**config.mk**
```make
export PLATFORM = sky130hd
export DESIGN_NAME = spnd_isqrt
export DESIGN_NICKNAME = d
export VERILOG_FILES = /design/src/rtl/spnd_isqrt.sv
export SDC_FILE = /design/constraint.sdc
export NUM_CORES = 2
export LEC_CHECK = 0
export BUFFER_PORTS_ARGS = -buffer_cell sky130_fd_sc_hd__buf_2
export CAP_MARGIN = 10
export CORE_ASPECT_RATIO = 0.5
export CORE_MARGIN = 3
export CORE_UTILIZATION = 59
export DETAILED_ROUTE_END_ITERATION = 12
export PLACE_DENSITY = 0.74
export SYNTH_ARGS = -nofsm -noshare
export SYNTH_HDL_FRONTEND = slang
export SYNTH_SLANG_ARGS = --single-unit
export TNS_END_PERCENT = 50
```
**constraint.sdc**
```tcl
create_clock -name clk -period 3.7 [get_ports clk]
set_input_delay 1.11 -clock clk [delete_from_list [all_inputs] [get_ports clk]]
set_output_delay 1.11 -clock clk [all_outputs]
set_load 0.02 [all_outputs]
```
**src/rtl/spnd_isqrt.sv**
```systemverilog
// Pipelined ceiling square root, one root bit per stage.
// No dependencies.
`default_nettype none

module spnd_isqrt #(
  parameter int K = 33
) (
  input  logic           clk,
  input  logic [2*K-1:0] n,
  output logic [K:0]     s
);

  logic [K+1:0]   rem_s  [K+1];
  logic [K-1:0]   root_s [K+1];
  logic [2*K-1:0] n_s    [K];

  assign rem_s[0]  = '0;
  assign root_s[0] = '0;
  assign n_s[0]    = n;

  for (genvar j = 0; j < K; j++) begin : g_step
    logic [K+3:0] rt;
    logic [K+3:0] trial;
    logic [K+3:0] rn;
    logic         hit;

    always_comb begin
      rt    = {rem_s[j], n_s[j][2*K-1-2*j -: 2]};
      trial = {2'b00, root_s[j], 2'b01};
      hit   = (rt >= trial);
      rn    = hit ? (rt - trial) : rt;
    end

    always_ff @(posedge clk) begin
      rem_s[j+1]  <= rn[K+1:0];
      root_s[j+1] <= {root_s[j][K-2:0], hit};
    end

    if (j < K - 1) begin : g_pass
      always_ff @(posedge clk) begin
        n_s[j+1] <= n_s[j];
      end
    end
  end

  always_ff @(posedge clk) begin
    s <= {1'b0, root_s[K]} + (K+1)'(rem_s[K] != '0);
  end

endmodule

`default_nettype wire

```
======== Word level (Yosys, flattened, before mapping) ========
Index checks and enable logic that the tools add are counted.
storage, ports and cells
  latch bits .............................. 0
  register bits ........................... 2774
  bits in read-only memories .............. 0
  memories ................................ 0
  word-level logic and storage cells ...... 201
  memory bits (writable) .................. 0
operators by class
  divide/modulo/power cells ............... 0
  magnitude comparators ................... 33
  shifts and indexed selects .............. 0
  multiply operators ...................... 0
  reduce and logical (&&, ||, !) cells .... 1
  add/subtract/negate cells ............... 34
  mux-type cells .......................... 33
  eq/ne operators ......................... 0
  bitwise logic cells ..................... 0
operators with widths
  operator          count
  $mux W35          32
  $ge A37 B10 Y1    1
  $ge A37 B11 Y1    1
  $ge A37 B12 Y1    1
  $ge A37 B13 Y1    1
  $ge A37 B14 Y1    1
  $ge A37 B15 Y1    1
  $ge A37 B16 Y1    1
  $ge A37 B17 Y1    1
  $ge A37 B18 Y1    1
  $ge A37 B19 Y1    1
  $ge A37 B20 Y1    1
  $ge A37 B21 Y1    1
  $ge A37 B22 Y1    1
  $ge A37 B23 Y1    1
  $ge A37 B24 Y1    1
  $ge A37 B25 Y1    1
  $ge A37 B26 Y1    1
  $ge A37 B27 Y1    1
  $ge A37 B28 Y1    1
  $ge A37 B29 Y1    1
  $ge A37 B3 Y1     1
  $ge A37 B30 Y1    1
  $ge A37 B31 Y1    1
  other kinds (46)  46

======== Depth between registers and ports, before layout ========
  word-level depth ........................ 2
  mapped depth ............................ 15
  mapped depth without buffers ............ 13

======== Worst setup path after synthesis ========
OpenSTA, ideal clock, no wires.
  kind .................................... register -> register
  start ................................... register root_s, in the netlist g_step[31].trial[3]
  end ..................................... register rem_s, in the netlist g_step[32].rt[7]
  setup slack ............................. 0.329 ns
  clock period less this slack ............ 3.371 ns
  data arrival time ....................... 3.250 ns
  data required time ...................... 3.579 ns
  cell stages (with the launch flop) ...... 13
  setup time .............................. 0.121 ns
  cells stage by stage .................... dfxtp_1 > inv_1 > ha_1 > or3_1 > o221ai_1 > o31a_1 > a31oi_1 > o221ai_1 > o21ai_1 > a221o_1 > a211oi_2 > clkbuf_1 > mux2_2
between the ends
  longest elaborated chain between the ends .. 2
  elaborated cells between the ends (all ways) .. 3
  those cells by class .................... add/sub: 1; order compare: 1; mux: 1
RTL lines
  element                                             RTL line  text
  from (decl)                                         14        logic [K-1:0] root_s [K+1];
  from (signal, indexed assignment)                   36        root_s[j+1] <= {root_s[j][K-2:0], hit};
  $sub A35 B33 Y35 or $ge A37 B33 Y1 (tied branches)  31, 30
  $mux W35 (*)                                        31        rn = hit ? (rt - trial) : rt;
  net g_step[31].rn[5]                                24        logic [K+3:0] rn;
  to (signal, indexed assignment)                     35        rem_s[j+1] <= rn[K+1:0];
  to (decl)                                           13        logic [K+1:0] rem_s [K+1];
The timed path passes the listed nets; every way through them passes the cells marked *.
A chain may end at the register's enable or synchronous reset.

======== Worst setup path in the final report ========
  start ................................... register rem_s, in the netlist g_step[6].rt[12]
  end ..................................... register rem_s, in the netlist g_step[7].rt[26]
between the ends
  longest elaborated chain between the ends .. 2
  elaborated cells between the ends (all ways) .. 3
  those cells by class .................... add/sub: 1; order compare: 1; mux: 1
RTL lines
  element                                           RTL line
  $sub A35 B8 Y35 or $ge A37 B8 Y1 (tied branches)  31, 30
  $mux W35 (*)                                      31
  net g_step[6].rn[24]                              24
Marked as above.

==> metrics.cfg <==
[die]
dieArea_um2=176000
floorplan.die.width_um=591
top_level_ports=101
die-height_um=298
floorplan.rows=106
start_util_pct=59.8
placeable_area_um2=168000

[critical_path]
critical_path.max_fanout=5
slowest_delay_ns=0.60
slowest_stage=or4_1
regToRegStartpoint=g_step[6].rt[12]
worst_reg2reg_path_length_in_cells=10
setup_slack_of_the_most_critical_reg_to_reg_path_ns=0.15
cp_data_arrival_time_ns=4.24
endpoint_kind=flip-flop
regToRegEndpoint=g_step[7].rt[26]
start_kind=flip-flop
critical_path_class=reg -> reg
required_ns=4.39
cpMostUsedCell=or4_1
worstPathCellList=or4_1 -> nor4_2 -> nor4b_4 -> or4_1 -> nor2_1 -> and4b_1 -> nor3b_4 -> nor3b_1 -> and3_1 -> o21ai_0

[drt]
post_drt_via_cell_ratio=5.34
routed_wl_um=205000
via_total_after_detailed_routing=67976
wl_per_cell_um=16.1
drt.antenna.violating_nets=0
tritonroute_pass_1_iters=8
post-route-drc-count=0
drt_first_iter_violations=4356

[synth]
netlist_area_um2=101000
yosys_most_used_dff=dfxtp_1
syn_inst=9993
async_set_or_reset_register_ratio_after_synthesis_pct=0
post_synth.cell_area_avg_um2=10.1
ys.warnings.count=0
synth-edff-count=0
ys_ff_latch=2753
synth_nets=10660
synth_seq_area_share_pct=54.7
synth_cell_types=95

[clocking]
clkTransAtPathRegs_ns=0.08
total_number_of_clock_tree_sinks=2753
cts_tree=done
clock_latency_ns=0.86
cts_max_level=4
cts_inserted_buffers=225
cts.path.max_buffers=4
cts_setup_buffers=0
clock-root-buffer=clkbuf_16
hold_fix_buffers_cts=0

[layout]
layout_commonest_cell=dfxtp_1
area_growth_syn_to_layout_pct=11.7
layoutNonFillerInstCount=12736
final_util_pct=66.9
finish.instance_area_um2=113000
commonest_cells_after_routing_fill_and_taps_aside=dfxtp_1 (2753), nand2_1 (826), inv_1 (775), o21ai_0 (618), ha_1 (600)
final_nets=10958
post_route_cells_drive_above_1_share_pct=7.79

[global_routing]
grt_start_max_net_pins=63
antenna_found_initial=2
globalRouteTotalUtil_pct=22.9
globalRouteOverflowTotal=0
grt_pass1_vias=67030
first_pass_grt_wire_length_um=333000

[timing]
final.hold.worst_slack_ns=0.284
achievable-frequency_mhz=282
final_max_slew_viol_count=0
worst_slew_pin_slew_ns=0.905
max_slew_margin_pct=39.3
clock_skews_ns=0.0482
tcrit_tclk_final_pct=95.8
final-hold-violation-count=0
period_needed_ns=3.55
setup_viol=0

[placement]
io_buffers=100
dpl.cell_count=12332
post_dp_cell_area_um2=105000
place.detailed.hpwl_um=154000
gpl.final_weighted_congestion=0.946

[min_path]
min_delay_path_depth=0
min-delay-start=n_s[1671]
worstHoldEndpoint=n_s[1605]
hold_path.class=reg -> reg

[power_and_ir_drop]
power.ir.vdd_worst_uv=493
power.density_nw_per_um2=676
design_power_total_mw=76.1
leakage_nw=52.9

[outcome]
outcome=complete, no violations

[flow_run]
drv.max_cap_violation_count=0

logic make-up after synthesis:
logic type / Yosys count / synth area share (%)
AND/OR/NAND/NOR: 2688 / 13.2
buffers and inverters: 957 / 3.60
multiplexers: 66 / 0.722
flip-flops: 2753 / 54.7
XOR/XNOR: 958 / 8.32
AO/OA/AOI/OAI: 1970 / 12.0
other: 1 / 0.00372
adder cells (fa/ha/maj): 600 / 7.45
worst max path at each step:
stage | startpoint | end | slack (ns) | cells after the start
floorplan | g_step[31].trial[3] | g_step[32].rt[7] | 0.33 | 12
global placement | g_step[6].rt[12] | g_step[7].rt[26] | -0.22 | 10
detailed placement | g_step[6].rt[12] | g_step[7].rt[34] | -0.25 | 10
CTS | g_step[6].rt[12] | g_step[7].rt[26] | 0.0001 | 10
global route | g_step[6].rt[12] | g_step[7].rt[34] | -0.02 | 10
finish | g_step[6].rt[12] | g_step[7].rt[26] | 0.15 | 10
critical path: cells and delay by family, from the launching register on:
kind               cells  cell delay [ns]
DFF                    1             0.34
AOI/OAI and AO/OA      1             0.08
and+or+nand+nor        9             2.98
metrics by stage:
step           setup TNS, ns  setup slack (ns)
6_report                   0             0.154
5_1_grt              -0.0171           -0.0171
4_1_cts                    0          0.000114
3_5_place_dp           -1.20            -0.250
3_3_place_gp           -1.04            -0.219
2_1_floorplan              0             0.329
routing by layer:
layer | up-vias | track usage [%] | routed length, µm
met2 | 1374 | 41.1 | 100000
met3 | 461 | 3.32 | 7950
li1 | 34673 | - | -
met5 | - | 0 | 0
met1 | 31468 | 27.3 | 88400
met4 | 0 | 9.49 | 8370
cells in the mapped netlist (133+ instances only):
library cell / instances / area share [%]
inv_1: 775 / 2.9
clkbuf_1: 154 / 0.57
nand3_1: 158 / 0.78
o21ai_0: 618 / 3.1
xor2_1: 497 / 4.3
nand2_1: 827 / 3.1
dfxtp_1: 2753 / 55
nor3_1: 252 / 1.3
ha_1: 600 / 7.4
nor4_1: 133 / 0.83
a21oi_1: 531 / 2.6
nor2_1: 536 / 2.0
a21o_1: 262 / 2.0
xnor2_1: 461 / 4.0
timing repair:
action,4_1_cts,5_1_grt
gates cloned,0,0
gates resized for setup,1,13
endpoints found under the setup margin,8,29
hold endpoints to repair,0,0
pin swaps,0,2
layout make-up:
class                   count  area, µm²
diodes                      2       5.00
well taps                2268       2840
clock inverters           113       1480
repair buffers            249       1760
fillers                 13211      55800
clock buffers             289       6290
flip-flops and latches   2753      55100
multi-input cells        6283      42200
inverters                 779       2920
state kept, by name, indices dropped and copies added, names as in the netlist:
name          flops
n_s             992
root_s           33
g_step.rt      1131
g_step.trial    528
s                34
rem_s            35
power breakdown:
part           leakage (nW)  total [mW]  switching [mW]  internal, mW
logic                  26.1        13.0            7.19          5.83
registers              23.0        38.2            3.63          34.6
clock network          3.79        24.8            10.7          14.2
total                  52.9        76.1            21.5          54.6
Note: power is estimated with default switching activity, not from simulation.
