**src/rtl/spnd_delay.sv**
```systemverilog
// Delay line that carries a valid bit and a context word alongside a unit.
// No dependencies.
`default_nettype none

module spnd_delay #(
  parameter int DW  = 8,
  parameter int LEN = 2
) (
  input  logic          clk,
  input  logic          rst,
  input  logic          in_valid,
  input  logic [DW-1:0] in_data,
  output logic          out_valid,
  output logic [DW-1:0] out_data
);

  logic [LEN-1:0] vld;
  logic [DW-1:0]  dat [LEN];

  always_ff @(posedge clk) begin
    if (rst) begin
      vld <= '0;
    end else begin
      vld[0] <= in_valid;
      for (int i = 1; i < LEN; i++) begin
        vld[i] <= vld[i-1];
      end
    end
  end

  always_ff @(posedge clk) begin
    dat[0] <= in_data;
    for (int i = 1; i < LEN; i++) begin
      dat[i] <= dat[i-1];
    end
  end

  assign out_valid = vld[LEN-1];
  assign out_data  = dat[LEN-1];

endmodule

`default_nettype wire

```
**config.mk**
```make
export PLATFORM = sky130hd
export DESIGN_NAME = spnd_delay
export DESIGN_NICKNAME = d
export VERILOG_FILES = /design/src/rtl/spnd_delay.sv
export SDC_FILE = /design/constraint.sdc
export NUM_CORES = 1
export LEC_CHECK = 0
export BUFFER_PORTS_ARGS = -buffer_cell sky130_fd_sc_hd__buf_4
export CAP_MARGIN = 20
export CORE_AREA = 10 10 47 49
export CTS_BUF_LIST = sky130_fd_sc_hd__clkbuf_16
export CTS_CLUSTER_SIZE = 12
export DETAILED_ROUTE_END_ITERATION = 10
export DIE_AREA = 0 0 57 59
export GPL_ROUTABILITY_DRIVEN = 0
export GPL_TIMING_DRIVEN = 0
export SLEW_MARGIN = 20
export SYNTH_ARGS = -nofsm -noshare
export SYNTH_HDL_FRONTEND = slang
export SYNTH_SLANG_ARGS = --single-unit
```
**constraint.sdc**
```tcl
create_clock -name clk -period 0.8 [get_ports clk]
set_input_delay 0.12 -clock clk [delete_from_list [all_inputs] [get_ports clk]]
set_output_delay 0.12 -clock clk [all_outputs]
set_load 0.05 [all_outputs]
```
After elaboration in Yosys (flattened, before gate mapping)

Memory sizes are Yosys's and may differ from the RTL's.
Index checks and enable logic that the tools add are counted.
W data, S select, Z words.

Memories: 1
Memory bits (writable): 16
Register bits after elaboration: 2

Memories:

| memory | depth | width | rd ports | clocked after memory_dff | write ports | RTL line | RTL |
|---|---|---|---|---|---|---|---|
| dat    | 2     | 8     | 2        | 0                        | 2           | 18       | `logic [DW-1:0] dat [LEN];` |

Depth between registers and ports, before layout

Gate-level depths: netlist (run 1).

Word-level depth: 0
Gate-level depth with buffers: 1
Mapped depth without buffers: 1

Worst setup path after synthesis (run 1)

No wires, ideal clock.

Path type: flip-flop to output port
From: register vld[1]
To: output port out_valid
Data required time: 680 ps
Cell stages (with the launch flop): 1
Arrival: 587 ps
Path slack: 93 ps
Path through: dfxtp_1

RTL lines:

| item                            | RTL line | RTL |
|---|---|---|
| start, declared                 | 17       | `logic [LEN-1:0] vld;` |
| start signal, assigned by index | 26       | `vld[i] <= vld[i-1];` |
| end, declared                   | 13       | `output logic out_valid,` |

No word-level cell between the ends.

==> flow_summary.json, run 1 <==
{
  "outcome": "complete, but fails checks",
  "violations_in_the_final_reports": "negative setup slack",
  "seqPwrFrac_pct": 45.4,
  "p_leak_nw": 0.343,
  "type_of_the_setup_path_with_the_least_slack": "reg -> out",
  "count_of_standard_cell_rows": 14,
  "layout_common_cells": "buf_4, dfxtp_1, dfxtp_2, buf_8, dlygate4sd3_1",
  "postSynthAreaPerCell_um2": 15.5,
  "dieArea_mm2": 0.00336,
  "timing.max_slew.rel_slack_pct": 95.0,
  "dr_total_vias": 228,
  "clock_insertion_delay_worst_skew_ns": 0.24,
  "totalWireLength_um": 683,
  "crit_family": "flip-flops",
  "hold_path_depth": 2,
  "grt_first_pass_wirelength_um": 1250,
  "net_count_synth": 39,
  "post_synth_inst_count": 28,
  "grt_start_max_net_pins": 11,
  "core_area_mm2": 0.00140,
  "setup_tns_final_ns": -0.208,
  "critPathRequiredTime_ns": 0.68,
  "post-cts-setup-buffers": 0,
  "flop_and_latch_count_out_of_synthesis": 18,
  "critPathBufInv": 1,
  "power.share.clock_pct": 44.2,
  "switching_share_pct": 19.0,
  "drt-initial-drc-count": 1,
  "finalWorstPathRequiredPeriod_ns": 0.828,
  "tritoncts.num_buffers": 3,
  "post_layout_inst_area_um2": 773,
  "clkTransAtPathRegs_ns": 0.05,
  "cts_tree": "yes",
  "crit_path_top_delay_cell": "dfxtp_2",
  "design.final.nets": 63,
  "timing.critical_path.from_type": "flip-flop",
  "worstMarginPinSlew_ns": 0.0747,
  "critPathArrivalTime_ns": 0.71,
  "report.final.hold_viol_count": 0,
  "unrepaired_setup_endpoints_after_global_routing": "true",
  "crit_path_cell_trace": "buf_8",
  "chipHeight_um": 59,
  "num-fill-cells": 122,
  "final_antenna_net_count": 0,
  "die-width_um": 57,
  "fin_ws_ns": -0.0279,
  "drtPass1Iterations": 2,
  "routedWlPerCell_um": 10.2,
  "cts_root_buf": "clkbuf_16",
  "hold-path-endpoint": "vld[1]",
  "number_of_input_and_output_port_buffers_inserted": 19,
  "switching_power_uw": 406,
  "finalMaxSlewViolations": 0,
  "antenna_violations_before_repair": 0,
  "internal_power_mw": 1.73,
  "end_kind": "output pin",
  "ys_types": 3,
  "diodes": 0,
  "vias_per_instance": 3.40,
  "h_tree_levels": 1,
  "report.final.setup_viol": 9,
  "maxCapViolations": 0,
  "power-per-cell-area_mw_per_mm2": 2760,
  "worst-r2r-setup-slack_ns": 0.30,
  "worstHoldPathType": "in -> reg",
  "reg2regPathDepth": 1,
  "timing.final.crit_share_pct": 103,
  "synth_sequential_area_ratio_pct": 83.2,
  "hold_path.startpoint": "rst",
  "most_common_cell_after_layout_fill_and_taps_aside": "buf_4",
  "dpl_cell_area_um2": 596,
  "ir_worst_vdd_v": 0.00213,
  "ctsLongestPathBuffers": 2,
  "synth-warning-count": 0,
  "reg2reg_from": "vld[0]",
  "drc_violations_left": 0,
  "areaGrowthSynthToFinish_pct": 78.6,
  "worst_r2r_endpoint": "vld[1]",
  "comb_power_share_pct": 10.4,
  "critical-path-max-stage-delay_ns": 0.33,
  "total_global_route_track_usage_pct": 4.82,
  "synth_area_um2": 433,
  "pin_count": 20,
  "critical_path_peak_fanout": 1,
  "fin_worst_skew_ns": 0.00188,
  "fmaxAchievable_ghz": 1.21,
  "number_of_global_route_vias_before_repair": 286,
  "post_route_cells_drive_above_1_share_pct": 60.8,
  "start_util_pct": 30.9,
  "clkSinkCount": 18,
  "globalRoute.totalOverflow": 0
}
-- cell type report --
cell class              instances  area (um2)  share of cell area, %
clock buffers                   3        75.1                   9.71
multi-input cells               2        12.5                   1.62
flip-flops and latches         18         372                   48.1
clock inverters                 1        3.75                  0.485
well taps                      16        20.0                   2.59
repair buffers                 27         290                   37.5
-- power groups by stage --
stage | combinational [mW] | clock [mW] | sequential, mW
after floorplan | 0.111 | 0 | 0.979
after global placement | 0.190 | 0 | 0.973
after detailed placement | 0.190 | 0 | 0.974
after CTS | 0.223 | 0.961 | 0.971
after global routing | 0.234 | 1.01 | 0.974
final | 0.223 | 0.944 | 0.970
-- cell usage after synthesis --
cell	number	area [um2]
nor2b_1	2	12.5
buf_4	8	60.1
dfxtp_1	18	360
-- timing repair --
| item | in CTS | in global routing |
|---|---|---|
| resized for setup | 26 | 1 |
| hold endpoints to repair | 8 | 0 |
| setup endpoints to repair | 9 | 9 |
| hold buffers | 8 | 0 |
-- sequential cells by signal (all words and copies together) (netlist names) --
signal,cells
vld,2
dat,16
-- per-stage QoR --
stage / util, % / hold WS, ns / setup WS, ns / total power, mW / std cells
after detailed placement: 42.5 / 0.226 / 0.103 / 1.16 / 63
after global routing: 55.2 / 0.0407 / -0.0480 / 2.21 / 67
final: 55.2 / 0.0370 / -0.0279 / 2.14 / 67
after floorplan: - / 0.148 / 0.0927 / 1.09 / 28
after CTS: 54.9 / 0.0327 / -0.0355 / 2.15 / 67
after global placement: 42.5 / 0.225 / 0.109 / 1.16 / 63
-- cells by family after synthesis --
logic type | synth area share (%)
flops | 83.2
simple gates | 2.89
buf+inv | 13.9
-- routing by layer --
layer	GRT usage (%)	share of wire (%)	up-vias
met1	4.22	34	93
met4	4.03	1.8	0
li1	-	-	122
met2	7.29	49	11
met3	3.65	15	2
met5	0	0	-
-- worst max path at each step --
stage / cells past startpoint / start / end / slack, ns
global route: 1 / dat[0][12] / out_data[4] / -0.05
finish: 1 / dat[0][9] / out_data[1] / -0.03
detailed placement: 2 / dat[0][9] / out_data[1] / 0.10
global placement: 2 / dat[0][9] / out_data[1] / 0.11
floorplan: 0 / vld[1] / out_valid / 0.09
CTS: 1 / dat[0][9] / out_data[1] / -0.04
Note: power is estimated with default switching activity, not from simulation.
==> run 2, diff against run 1 <==
--- a/config.mk
+++ b/config.mk
@@ -14,6 +14,7 @@
 export DIE_AREA = 0 0 57 59
 export GPL_ROUTABILITY_DRIVEN = 0
 export GPL_TIMING_DRIVEN = 0
+export REMOVE_ABC_BUFFERS = 1
 export SLEW_MARGIN = 20
 export SYNTH_ARGS = -nofsm -noshare
 export SYNTH_HDL_FRONTEND = slang
==> constraint.sdc (replaced) <==
create_clock -name clk -period 0.94 [get_ports clk]
set_input_delay 0.141 -clock clk [delete_from_list [all_inputs] [get_ports clk]]
set_output_delay 0.141 -clock clk [all_outputs]
set_load 0.05 [all_outputs]
==> flow_summary.json, run 2 (same netlist as run 1, synthesis figures left out) <==
{
  "ir_worst_vdd_v": 0.00120,
  "p_leak_nw": 0.314,
  "critical_path_peak_fanout": 1,
  "switching_share_pct": 18.4,
  "crit_family": "flip-flops",
  "crit_path_cell_trace": "buf_4",
  "total_global_route_track_usage_pct": 4.79,
  "drtPass1Iterations": 1,
  "total_power_mw": 1.76,
  "count_of_standard_cell_rows": 14,
  "num-fill-cells": 135,
  "maxCapViolations": 0,
  "crit_start": "dat[0][13]",
  "worst-r2r-setup-slack_ns": 0.43,
  "fin_worst_hold_slack_ns": 0.0104,
  "layout_common_cells": "buf_4, dfxtp_1, dlygate4sd3_1",
  "layout.core_utilization_pct": 48.6,
  "worstHoldPathType": "in -> reg",
  "placed_cells_incl_taps": 55,
  "critPathRequiredTime_ns": 0.80,
  "timing.max_slew.rel_slack_pct": 90.0,
  "post_route_cells_drive_above_1_share_pct": 44.9,
  "power.share.clock_pct": 44.5,
  "largest_register_ffs": 16,
  "critPathArrivalTime_ns": 0.74,
  "die-width_um": 57,
  "finalWorstPathRequiredPeriod_ns": 0.879,
  "routedWlPerCell_um": 10.6,
  "reg2regPathDepth": 1,
  "reg.largest.list": "dat: 16 flops, vld: 2 flops",
  "setup_tns_final_ns": 0,
  "worst-path-stages": 1,
  "grt_first_pass_wirelength_um": 1200,
  "diodes": 0,
  "end_kind": "output pin",
  "critPathCapture": "out_data[5]",
  "critPathBufInv": 1,
  "design.final.nets": 62,
  "chipHeight_um": 59,
  "core_area_mm2": 0.00140,
  "stdcell_count": 65,
  "timing.critical_path.from_type": "flip-flop",
  "h_tree_levels": 1,
  "seqPwrFrac_pct": 46.4,
  "totalWireLength_um": 690,
  "cts_root_buf": "clkbuf_16",
  "internal_power_mw": 1.43,
  "timing.final.crit_share_pct": 93.5,
  "dr_total_vias": 230,
  "globalRoute.totalOverflow": 0,
  "report.final.hold_viol_count": 0,
  "reg2reg_from": "vld[0]",
  "critical-path-max-stage-delay_ns": 0.31,
  "number_of_input_and_output_port_buffers_inserted": 19,
  "worst_r2r_endpoint": "vld[1]",
  "switching_power_uw": 323,
  "dieArea_mm2": 0.00336,
  "number_of_global_route_vias_before_repair": 266,
  "drc_violations_left": 0,
  "comb_power_share_pct": 9.1,
  "start_util_pct": 30.9,
  "fmaxAchievable_ghz": 1.14,
  "worstMarginPinSlew_ns": 0.152,
  "multiInputGateArea_um2": 12.5,
  "sequential_cell_area_um2": 360,
  "unrepaired_setup_endpoints_after_global_routing": "false",
  "finalMaxSlewViolations": 0,
  "antenna_violations_before_repair": 0,
  "clkSinkCount": 18,
  "fin_worst_skew_ns": 0.000262,
  "post-cts-setup-buffers": 0,
  "tritoncts.num_buffers": 3,
  "largest-register": "dat",
  "power-per-cell-area_mw_per_mm2": 2580,
  "grt_start_max_net_pins": 10,
  "crit_path_top_delay_cell": "dfxtp_1",
  "areaGrowthSynthToFinish_pct": 57.2,
  "clkTransAtPathRegs_ns": 0.05,
  "final_antenna_net_count": 0,
  "type_of_the_setup_path_with_the_least_slack": "reg -> out",
  "drt-initial-drc-count": 0,
  "pin_count": 20,
  "cts_tree": "yes",
  "vias_per_instance": 3.54,
  "most_common_cell_after_layout_fill_and_taps_aside": "buf_4",
  "clock_insertion_delay_worst_skew_ns": 0.24,
  "outcome": "completed",
  "ctsLongestPathBuffers": 2,
  "report.final.setup_viol": 0
}
## run 2: area by class of cell
class / instances / area share [%]
Timing Repair Buffer: 26 / 31.2
Sequential cell: 18 / 52.9
Multi-Input combinational cell: 2 / 1.84
Tap cell: 16 / 2.94
Clock buffer: 3 / 11.0
## run 2: how the worst min path moves through the flow
| stage | cells past startpoint | to | from |
|---|---|---|---|
| after floorplan | 0 | dat[0][0] | in_data[0] |
| after global placement | 1 | dat[0][6] | in_data[6] |
| after detailed placement | 1 | dat[0][5] | in_data[5] |
| after CTS | 1 | dat[0][1] | in_data[1] |
| after global routing | 1 | dat[0][1] | in_data[1] |
| final | 1 | dat[0][1] | in_data[1] |
## run 2: routing by layer
| metal | up-vias | share of wire (%) | track usage [%] |
|---|---|---|---|
| met5 | - | 0 | 0 |
| met4 | 0 | 2.8 | 5.03 |
| met3 | 2 | 13 | 3.86 |
| met2 | 11 | 45 | 6.05 |
| met1 | 99 | 38 | 4.60 |
| li1 | 118 | - | - |
## run 2: through the flow
stage          cell area (um2)  setup WS, ns
2_1_floorplan              373         0.212
3_3_place_gp               536         0.322
3_5_place_dp               536         0.312
4_1_cts                    671        0.0409
5_1_grt                    681        0.0234
6_report                   681        0.0612
## run 2: power by group through the flow
stage,clock network [mW],registers (mW),logic (mW)
2_1_floorplan,0,0.899,0.00257
3_3_place_gp,0,0.828,0.136
3_5_place_dp,0,0.830,0.138
4_1_cts,0.818,0.815,0.158
5_1_grt,0.839,0.818,0.167
6_report,0.781,0.815,0.159
## run 2: timing repair
action                                 in CTS  in global routing
endpoints found under the hold margin       6                  1
gates resized for setup                     0                  0
hold buffers                                6                  1
